<file path="src/design/otimer_pkg.sv">
package otimer_pkg;

   localparam int NUM_SLOTS_DEF = 16;
   localparam int MAX_RESULTS = 16;
   localparam logic [31:0] WINDOW_RESET = 32'd3600000;

   localparam logic [2:0] OP_ADD     = 3'd0;
   localparam logic [2:0] OP_CANCEL  = 3'd1;
   localparam logic [2:0] OP_REFRESH = 3'd2;
   localparam logic [2:0] OP_RESET   = 3'd3;
   localparam logic [2:0] OP_POLL    = 3'd4;
   localparam logic [2:0] OP_QUERY   = 3'd5;

   localparam logic [1:0] ST_OK       = 2'd0;
   localparam logic [1:0] ST_INACTIVE = 2'd1;
   localparam logic [1:0] ST_FULL     = 2'd2;
   localparam logic [1:0] ST_NONE_DUE = 2'd3;

   typedef struct packed {
      logic [2:0]  operation;
      logic [63:0] now_ms;
      logic [3:0]  slot_id;
      logic [31:0] period_ms;
      logic        repeat_mode;
      logic        restart_now;
   } req_type;

   typedef struct packed {
      logic [1:0]  status;
      logic [3:0]  result_slot;
      logic [63:0] delay_ms;
      logic        front_notify;
      logic        last;
   } rsp_type;

   typedef struct packed {
      logic [63:0] deadline;
      logic [31:0] period;
      logic        rep;
   } entry_type;

   localparam int ENTRY_W = $bits(entry_type);

   function automatic logic [63:0] sat_add(logic [63:0] a, logic [63:0] b);
      logic [64:0] s;
      s = {1'b0, a} + {1'b0, b};
      return s[64] ? '1 : s[63:0];
   endfunction

endpackage

</file>
<file path="src/design/otimer_ram.sv">
module otimer_ram #(
   parameter int WIDTH = 8,
   parameter int DEPTH = 16,
   parameter int AW = (DEPTH > 1) ? $clog2(DEPTH) : 1
) (
   input  logic             clock,
   input  logic             wr_en,
   input  logic [AW-1:0]    wr_addr,
   input  logic [WIDTH-1:0] wr_data,
   input  logic [AW-1:0]    rd_addr,
   output logic [WIDTH-1:0] rd_data
);

   logic [WIDTH-1:0] mem_ff [DEPTH];

   always_ff @(posedge clock) begin
      if (wr_en) begin
         mem_ff[wr_addr] <= wr_data;
      end
      rd_data <= mem_ff[rd_addr];
   end

endmodule

</file>
<file path="src/design/ordered_timer_table.sv">
// Flow: cancel, unknown codes and a poll of an empty table answer from the start state;
//   refresh reads and rewrites its slot; query, add with a free slot and a poll with nothing
//   due scan every slot; reset reads its slot and scans if it changes it. A poll that emits
//   scans once to mark the due slots, then once for each slot that it gives.
// Throughput: one operation at a time, set by the single read port of the
//   slot memory that every scan walks one slot per cycle.
// Reset: synchronous, clears the active bits, time and notify flag, loads the default window.
module ordered_timer_table #(
   parameter int NUM_SLOTS = otimer_pkg::NUM_SLOTS_DEF
) (
   input  logic                clock,
   input  logic                reset,
   input  logic                req_valid,
   output logic                req_ready,
   input  otimer_pkg::req_type req_payload,
   output logic                rsp_valid,
   input  logic                rsp_ready,
   output otimer_pkg::rsp_type rsp_payload,
   input  logic                csr_valid,
   output logic                csr_ready,
   input  logic [31:0]         csr_wdata
);
   import otimer_pkg::*;

   localparam int IW = (NUM_SLOTS > 1) ? $clog2(NUM_SLOTS) : 1;
   localparam int CW = $clog2(NUM_SLOTS + 1);

   localparam logic [2:0] S_IDLE  = 3'd0;
   localparam logic [2:0] S_START = 3'd1;
   localparam logic [2:0] S_RDW   = 3'd2;
   localparam logic [2:0] S_SCAN  = 3'd3;
   localparam logic [2:0] S_FIN   = 3'd4;
   localparam logic [2:0] S_RESP  = 3'd5;

   logic [2:0]           state_ff, state_in;
   req_type              req_ff, req_in;
   logic [31:0]          window_ff, window_in;
   logic [63:0]          prev_ff, prev_in;
   logic                 notify_ff, notify_in;
   logic [NUM_SLOTS-1:0] active_ff, active_in;
   logic [NUM_SLOTS-1:0] due_ff, due_in;
   logic [CW-1:0]        cnt_ff, cnt_in;
   logic                 arr_vld_ff, arr_vld_in;
   logic [IW-1:0]        arr_idx_ff, arr_idx_in;
   logic                 found_ff, found_in;
   logic [IW-1:0]        best_idx_ff, best_idx_in;
   entry_type            best_ff, best_in;
   logic [IW-1:0]        tgt_idx_ff, tgt_idx_in;
   entry_type            tgt_ff, tgt_in;
   logic                 roll_ff, roll_in;
   logic                 scan_due_ff, scan_due_in;
   logic [4:0]           emit_ff, emit_in;
   logic                 cont_ff, cont_in;
   rsp_type              res_ff, res_in;
   logic                 rsp_valid_ff, rsp_valid_in;
   rsp_type              rsp_ff, rsp_in;

   logic          ram_we;
   logic [IW-1:0] ram_waddr;
   entry_type     ram_wdata;
   logic [IW-1:0] ram_raddr;
   logic [ENTRY_W-1:0] ram_rdata_raw;
   entry_type     ram_rdata;

   logic          sid_ok;
   logic [IW-1:0] sidx;
   logic          act_s;
   logic          free_found;
   logic [IW-1:0] free_idx;
   logic [63:0]   start_t;
   logic          cand;
   logic          front;
   logic          last_emit;
   logic [NUM_SLOTS-1:0] due_rest;

   otimer_ram #(.WIDTH(ENTRY_W), .DEPTH(NUM_SLOTS)) u_ram (
      .clock  (clock),
      .wr_en  (ram_we),
      .wr_addr(ram_waddr),
      .wr_data(ram_wdata),
      .rd_addr(ram_raddr),
      .rd_data(ram_rdata_raw)
   );

   assign ram_rdata   = entry_type'(ram_rdata_raw);
   assign req_ready   = (state_ff == S_IDLE);
   assign csr_ready   = 1'b1;
   assign rsp_valid   = rsp_valid_ff;
   assign rsp_payload = rsp_ff;

   assign sid_ok = (int'(req_ff.slot_id) < NUM_SLOTS);
   assign sidx   = IW'(req_ff.slot_id);
   assign act_s  = sid_ok && active_ff[sidx];

   always_comb begin
      free_found = 1'b0;
      free_idx   = '0;
      for (int i = NUM_SLOTS - 1; i >= 0; i--) begin
         if (!active_ff[i]) begin
            free_found = 1'b1;
            free_idx   = IW'(i);
         end
      end
   end

   always_comb begin
      state_in     = state_ff;
      req_in       = req_ff;
      window_in    = window_ff;
      prev_in      = prev_ff;
      notify_in    = notify_ff;
      active_in    = active_ff;
      due_in       = due_ff;
      cnt_in       = cnt_ff;
      arr_vld_in   = 1'b0;
      arr_idx_in   = arr_idx_ff;
      found_in     = found_ff;
      best_idx_in  = best_idx_ff;
      best_in      = best_ff;
      tgt_idx_in   = tgt_idx_ff;
      tgt_in       = tgt_ff;
      roll_in      = roll_ff;
      scan_due_in  = scan_due_ff;
      emit_in      = emit_ff;
      cont_in      = cont_ff;
      res_in       = res_ff;
      rsp_valid_in = rsp_valid_ff;
      rsp_in       = rsp_ff;
      ram_we       = 1'b0;
      ram_waddr    = tgt_idx_ff;
      ram_wdata    = tgt_ff;
      ram_raddr    = (state_ff == S_SCAN) ? cnt_ff[IW-1:0] : sidx;
      start_t      = '0;
      cand         = 1'b0;
      front        = 1'b0;
      last_emit    = 1'b0;
      due_rest     = due_ff;

      if (csr_valid) begin
         window_in = csr_wdata;
      end
      if (rsp_valid_ff && rsp_ready) begin
         rsp_valid_in = 1'b0;
      end

      res_in.result_slot  = res_ff.result_slot;

      unique case (state_ff)
         S_IDLE: begin
            if (req_valid) begin
               req_in   = req_payload;
               state_in = S_START;
            end
         end
         S_START: begin
            res_in      = '0;
            res_in.last = 1'b1;
            cont_in     = 1'b0;
            cnt_in      = '0;
            found_in    = 1'b0;
            scan_due_in = 1'b0;
            emit_in     = '0;
            state_in    = S_RESP;
            priority case (req_ff.operation)
               OP_ADD: begin
                  if (!free_found) begin
                     res_in.status = ST_FULL;
                  end else begin
                     tgt_idx_in      = free_idx;
                     tgt_in.deadline = sat_add(req_ff.now_ms, {32'b0, req_ff.period_ms});
                     tgt_in.period   = req_ff.period_ms;
                     tgt_in.rep      = req_ff.repeat_mode;
                     state_in        = S_SCAN;
                  end
               end
               OP_CANCEL: begin
                  if (!act_s) begin
                     res_in.status = ST_INACTIVE;
                  end else begin
                     active_in[sidx] = 1'b0;
                  end
               end
               OP_REFRESH, OP_RESET: begin
                  if (!sid_ok || (req_ff.operation == OP_REFRESH && !act_s)) begin
                     res_in.status = ST_INACTIVE;
                  end else begin
                     tgt_idx_in = sidx;
                     state_in   = S_RDW;
                  end
               end
               OP_POLL: begin
                  if (active_ff == '0) begin
                     res_in.status = ST_NONE_DUE;
                  end else begin
                     roll_in     = (req_ff.now_ms < prev_ff) &&
                                   ((prev_ff - req_ff.now_ms) > {32'b0, window_ff});
                     prev_in     = req_ff.now_ms;
                     scan_due_in = 1'b1;
                     state_in    = S_SCAN;
                  end
               end
               OP_QUERY: begin
                  notify_in = 1'b0;
                  state_in  = S_SCAN;
               end
               default: begin
               end
            endcase
         end
         S_RDW: begin
            state_in = S_RESP;
            if (req_ff.operation == OP_REFRESH) begin
               ram_we             = 1'b1;
               ram_wdata          = ram_rdata;
               ram_wdata.deadline = sat_add(req_ff.now_ms, {32'b0, ram_rdata.period});
            end else if (req_ff.period_ms == ram_rdata.period && !req_ff.restart_now) begin
               res_in.status = ST_OK;
            end else if (!act_s) begin
               res_in.status = ST_INACTIVE;
            end else begin
               if (req_ff.restart_now) begin
                  start_t = req_ff.now_ms;
               end else if (ram_rdata.deadline >= {32'b0, ram_rdata.period}) begin
                  start_t = ram_rdata.deadline - {32'b0, ram_rdata.period};
               end
               tgt_in.deadline = sat_add(start_t, {32'b0, req_ff.period_ms});
               tgt_in.period   = req_ff.period_ms;
               tgt_in.rep      = ram_rdata.rep;
               state_in        = S_SCAN;
            end
         end
         S_SCAN: begin
            if (cnt_ff != CW'(NUM_SLOTS)) begin
               arr_vld_in = 1'b1;
               arr_idx_in = cnt_ff[IW-1:0];
               cnt_in     = cnt_ff + 1'b1;
            end
            if (arr_vld_ff) begin
               if (scan_due_ff) begin
                  due_in[arr_idx_ff] = active_ff[arr_idx_ff] &&
                                       (roll_ff || ram_rdata.deadline <= req_ff.now_ms);
               end else begin
                  priority case (req_ff.operation)
                     OP_POLL: cand = due_ff[arr_idx_ff];
                     OP_ADD, OP_RESET: cand = active_ff[arr_idx_ff] &&
                                              (arr_idx_ff != tgt_idx_ff);
                     default: cand = active_ff[arr_idx_ff];
                  endcase
                  if (cand && (!found_ff || ram_rdata.deadline < best_ff.deadline)) begin
                     found_in    = 1'b1;
                     best_idx_in = arr_idx_ff;
                     best_in     = ram_rdata;
                  end
               end
            end else if (cnt_ff == CW'(NUM_SLOTS)) begin
               state_in = S_FIN;
            end
         end
         S_FIN: begin
            state_in = S_RESP;
            priority case (req_ff.operation)
               OP_ADD, OP_RESET: begin
                  front = (!found_ff || tgt_ff.deadline < best_ff.deadline ||
                           (tgt_ff.deadline == best_ff.deadline && tgt_idx_ff < best_idx_ff))
                          && !notify_ff;
                  if (front) begin
                     notify_in = 1'b1;
                  end
                  res_in.front_notify = front;
                  if (req_ff.operation == OP_ADD) begin
                     res_in.result_slot    = 4'(tgt_idx_ff);
                     active_in[tgt_idx_ff] = 1'b1;
                  end
                  ram_we = 1'b1;
               end
               OP_POLL: begin
                  if (scan_due_ff) begin
                     if (due_ff == '0) begin
                        res_in.status = ST_NONE_DUE;
                     end else begin
                        scan_due_in = 1'b0;
                        cnt_in      = '0;
                        found_in    = 1'b0;
                        state_in    = S_SCAN;
                     end
                  end else begin
                     due_rest[best_idx_ff] = 1'b0;
                     last_emit             = (emit_ff == 5'(MAX_RESULTS - 1)) ||
                                             (due_rest == '0);
                     due_in                = due_rest;
                     emit_in               = emit_ff + 1'b1;
                     res_in.result_slot    = 4'(best_idx_ff);
                     res_in.last           = last_emit;
                     cont_in               = !last_emit;
                     ram_waddr             = best_idx_ff;
                     ram_wdata             = best_ff;
                     ram_wdata.deadline    = sat_add(req_ff.now_ms, {32'b0, best_ff.period});
                     if (best_ff.rep) begin
                        ram_we = 1'b1;
                     end else begin
                        active_in[best_idx_ff] = 1'b0;
                     end
                  end
               end
               default: begin
                  if (!found_ff) begin
                     res_in.delay_ms = '1;
                  end else if (req_ff.now_ms >= best_ff.deadline) begin
                     res_in.delay_ms = '0;
                  end else begin
                     res_in.delay_ms = best_ff.deadline - req_ff.now_ms;
                  end
               end
            endcase
         end
         S_RESP: begin
            if (!rsp_valid_ff || rsp_ready) begin
               rsp_valid_in = 1'b1;
               rsp_in       = res_ff;
               if (cont_ff) begin
                  cnt_in   = '0;
                  found_in = 1'b0;
                  state_in = S_SCAN;
               end else begin
                  state_in = S_IDLE;
               end
            end
         end
         default: begin
            state_in = S_IDLE;
         end
      endcase
   end

   always_ff @(posedge clock) begin
      if (reset) begin
         state_ff     <= S_IDLE;
         window_ff    <= WINDOW_RESET;
         prev_ff      <= '0;
         notify_ff    <= 1'b0;
         active_ff    <= '0;
         arr_vld_ff   <= 1'b0;
         rsp_valid_ff <= 1'b0;
         cont_ff      <= 1'b0;
         scan_due_ff  <= 1'b0;
      end else begin
         state_ff     <= state_in;
         window_ff    <= window_in;
         prev_ff      <= prev_in;
         notify_ff    <= notify_in;
         active_ff    <= active_in;
         arr_vld_ff   <= arr_vld_in;
         rsp_valid_ff <= rsp_valid_in;
         cont_ff      <= cont_in;
         scan_due_ff  <= scan_due_in;
      end
      req_ff      <= req_in;
      due_ff      <= due_in;
      cnt_ff      <= cnt_in;
      arr_idx_ff  <= arr_idx_in;
      found_ff    <= found_in;
      best_idx_ff <= best_idx_in;
      best_ff     <= best_in;
      tgt_idx_ff  <= tgt_idx_in;
      tgt_ff      <= tgt_in;
      roll_ff     <= roll_in;
      emit_ff     <= emit_in;
      res_ff      <= res_in;
      rsp_ff      <= rsp_in;
   end

endmodule

</file>
<file path="config.mk">
export PLATFORM = sky130hd
export DESIGN_NAME = ordered_timer_table
export DESIGN_NICKNAME = d
export VERILOG_FILES = /design/src/design/otimer_pkg.sv /design/src/design/otimer_ram.sv /design/src/design/ordered_timer_table.sv
export SDC_FILE = /design/constraint.sdc
export NUM_CORES = 2
export LEC_CHECK = 0
export ABC_AREA = 1
export ABC_CLOCK_PERIOD_IN_PS = 10250
export BUFFER_PORTS_ARGS = -buffer_cell sky130_fd_sc_hd__buf_2
export CAP_MARGIN = 20
export CORE_MARGIN = 2
export CORE_UTILIZATION = 45
export CTS_BUF_LIST = sky130_fd_sc_hd__clkbuf_4 sky130_fd_sc_hd__clkbuf_8
export DETAILED_ROUTE_END_ITERATION = 12
export PLACE_DENSITY_LB_ADDON = 0.08
export SETUP_SLACK_MARGIN = 0.4
export SLEW_MARGIN = 20
export SYNTH_ARGS = -nofsm -noshare
export SYNTH_HDL_FRONTEND = slang
export SYNTH_HIERARCHICAL = 1
export SYNTH_SLANG_ARGS = --single-unit
</file>
<file path="constraint.sdc">
create_clock -name clock -period 10.25 [get_ports clock]
set_input_delay 0.5125 -clock clock [delete_from_list [all_inputs] [get_ports clock]]
set_output_delay 0.5125 -clock clock [all_outputs]
set_load 0.01 [all_outputs]
</file>
==> impl_metrics.py <==
metrics = {
    "placed_design": {
        "port_buffers": 215,
        "gp_congestion": 1.041,
        "dp_hpwl_um": 365500,
        "dp_cells": 17730,
    },
    "setup_path": {
        "crit_type": "reg2reg",
        "arrival_ps": 8670,
        "slowest_stage": "a21oi_1",
        "startpoint_type": "register",
        "critPathTopFamily": "compound AO/OA/AOI/OAI gates",
        "max_stage_delay_ps": 810,
        "worstSetupEndpointType": "register",
        "cp_common_cell": "nand2_1",
        "critPathBufInv": 7,
        "worstPathMaxFanout": 31,
        "crit_required_ps": 10990,
    },
    "cells_and_area": {
        "area_growth_pct": 12.03,
        "instances_no_fill": 18610,
        "layout-drive-gt1-share": 0.08183,
        "layout.nets": 15360,
    },
    "yosys": {
        "yosysUniqueCellTypes": 73,
        "synth_nets": 14890,
        "synthTopCellsByArea": "edfxtp_1, nand2_1, inv_1",
        "yosysWarnings": 6,
        "synth_area_per_cell_um2": 8.696,
        "synth_common_cells": "nand2_1, inv_1, edfxtp_1",
        "synth.most_common_cell": "nand2_1",
        "synth_edf_count": 2035,
        "ys_seq_area_frac": 0.5294,
        "syn_area_um2": 123600,
        "synth_top_area_frac": 0.4943,
        "synth_seq_cells": 2252,
        "async_flop_share": 0,
        "synth-main-ff-cell": "edfxtp_1",
        "netlist_instances": 14220,
        "yosysTopAreaCell": "edfxtp_1",
    },
    "detailed_routing": {
        "wl_per_cell_um": 27.74,
        "ant_nets": 0,
        "wirelength_um": 516200,
        "dr.pass1.iters": 8,
        "via_per_inst": 5.722,
        "vias": 106500,
        "drc": 0,
        "drt_iter0_markers": 12870,
    },
    "clock_tree": {
        "cts_setup_buffers": 0,
        "cts_buffers": 386,
        "cts_tree": "built",
        "cts_root_buffer": "clkbuf_8",
        "clock_latency_ps": 1120,
        "ctsHtreeMaxLevel": 5,
        "cts_sinks": 2252,
        "clk_path_buf_depth": 4,
        "path_clk_slew_ps": 60,
    },
    "floorplan": {
        "die_h_um": 528.2,
        "dieArea_um2": 279000,
        "start_util": 0.4522,
        "core-area_um2": 273400,
        "rows": 192,
        "die_width_um": 528.2,
        "ioPinCount": 217,
    },
    "global_route": {
        "grt_pass1_wl_um": 722600,
        "gr-total-overflow": 0,
        "grt_max_degree": 196,
        "grt_use_total": 0.3608,
        "grt_antenna_before_repair": 60,
        "grt_pass1_vias": 99710,
    },
    "power_and_ir_drop": {
        "p_sw_frac": 0.3920,
        "p_leak_nw": 59.26,
        "p_comb_frac": 0.326,
        "pwr-share-seq": 0.389,
        "clock_power_share": 0.284,
        "p_sw_mw": 11.46,
        "p_int_mw": 17.77,
        "p_per_area_nw_per_um2": 211.0,
        "peakVddDrop_uv": 150.1,
        "p_total_mw": 29.23,
    },
    "sta": {
        "rsz0062_at_grt": "no",
        "post-route-period-util": 0.7731,
        "period_needed_ps": 7925,
        "timing.fmax_mhz": 126.2,
        "drv_slew": 0,
        "hold_viol": 0,
        "slew_headroom": 0.1564,
        "finalSetupTns_ps": 0,
        "max_slew.worst_pin.slew_ps": 1265,
        "setup_viol": 0,
        "fin_skew_ps": 125.2,
    },
    "status": {
        "status": "completed",
    },
    "min_path": {
        "min_path_type": "in2reg",
    },
    "flow_run": {
        "maxCapViolations": 0,
    },
}
==> placed cells by master, fill, tap and decap left out, drive strengths merged, types with 27 or more instances in the layout <==
| cell | synthesis | layout |
|---|---|---|
| nand2 | 3749 | 3749 |
| inv | 2226 | 2242 |
| edfxtp | 2035 | 2035 |
| nand3 | 1625 | 1625 |
| nor2 | 941 | 941 |
| a21oi | 785 | 785 |
| clkbuf | 193 | 548 |
| o21ai | 524 | 524 |
| ha | 518 | 518 |
| buf | 293 | 408 |
| dfxtp | 217 | 217 |
| dlygate4sd3 | 0 | 164 |
| xnor2 | 140 | 140 |
| xor2 | 133 | 133 |
| clkinv | 13 | 122 |
| o221ai | 111 | 111 |
| nand4 | 106 | 106 |
| nor3 | 106 | 106 |
| o211ai | 68 | 68 |
| a31oi | 64 | 64 |
| nor4 | 51 | 51 |
| o21a | 40 | 40 |
| o22ai | 36 | 36 |
| a22oi | 35 | 35 |
| a21o | 30 | 30 |
| diode | 0 | 29 |
| o21bai | 27 | 27 |
==> repair_timing <==
action | 4_1_cts | 5_1_grt
gates resized for setup | 0 | 0
hold endpoints to repair | 146 | 0
hold buffers | 164 | 0
==> routing by layer <==
metal,routed length [um],share of wire,global-route usage
met3,47440,0.092,0.05860
met2,220100,0.43,0.5370
met4,27670,0.054,0.1723
met1,220900,0.43,0.5119
met5,103,0.00020,0
==> final timing paths <==
kind	start	endpoint	slack, ps	depth (start not counted)
max	u_ram/rd_data[27]	tgt_ff[34]	2330	29
max reg2reg	u_ram/rd_data[27]	tgt_ff[34]	2330	29
min reg2reg	res_ff[32]	rsp_payload[32]	410	0
min	req_payload[68]	req_ff[68]	120	2
==> cell families after synthesis <==
| kind of cell | Yosys count | share of synthesized area |
|---|---|---|
| AND/OR/NAND/NOR | 6640 | 0.2258 |
| buffers and inverters | 2725 | 0.08595 |
| flip-flops | 2252 | 0.5294 |
| AO/OA/AOI/OAI | 1802 | 0.08594 |
| adder cells (fa/ha/maj) | 525 | 0.05356 |
| XOR/XNOR | 273 | 0.01934 |
| other | 1 | 0.00003033 |
==> registers in the layout, summed over array words and instances, names as in the netlist, 5 cells and up <==
register and flops:
emit_ff 5, tgt_ff 97, u_ram/mem_ff 1552, best_ff 97
rsp_payload 72, cnt_ff 5, prev_ff 64, res_ff 72
active_ff 16, due_ff 16, u_ram/rd_data 97, req_ff 101
window_ff 32
==> cell type report <==
type	instances	area, um^2
Antenna cell	29	72.57
Clock buffer	547	6590
Clock inverter	142	1099
Fill cell	25500	134900
Inverter	2239	8443
Multi-Input combinational cell	9241	47870
Sequential cell	2252	65450
Tap cell	3589	4491
Timing Repair Buffer	573	4494
==> power groups by stage <==
stage / combinational (mW) / sequential (mW) / clock, mW
6_report: 9.54 / 11.4 / 8.31
3_3_place_gp: 9.23 / 11.5 / 0
5_1_grt: 10.1 / 11.4 / 8.81
2_1_floorplan: 5.57 / 11.3 / 0
3_5_place_dp: 9.20 / 11.5 / 0
4_1_cts: 9.29 / 11.3 / 8.43
==> stage by stage <==
stage / hold slack, ps / worst slack (ps) / utilization / area (um^2)
CTS: 42.17 / 2450 / 0.5063 / 138400
floorplan: 400.3 / 1100 / - / 123600
global route: 71.17 / 2205 / 0.5064 / 138400
detailed placement: 404.5 / 2509 / 0.4721 / 129100
global placement: 401.8 / 2615 / 0.4721 / 129100
finish: 115.2 / 2325 / 0.5066 / 138500
(Power assumes the default switching activity.)
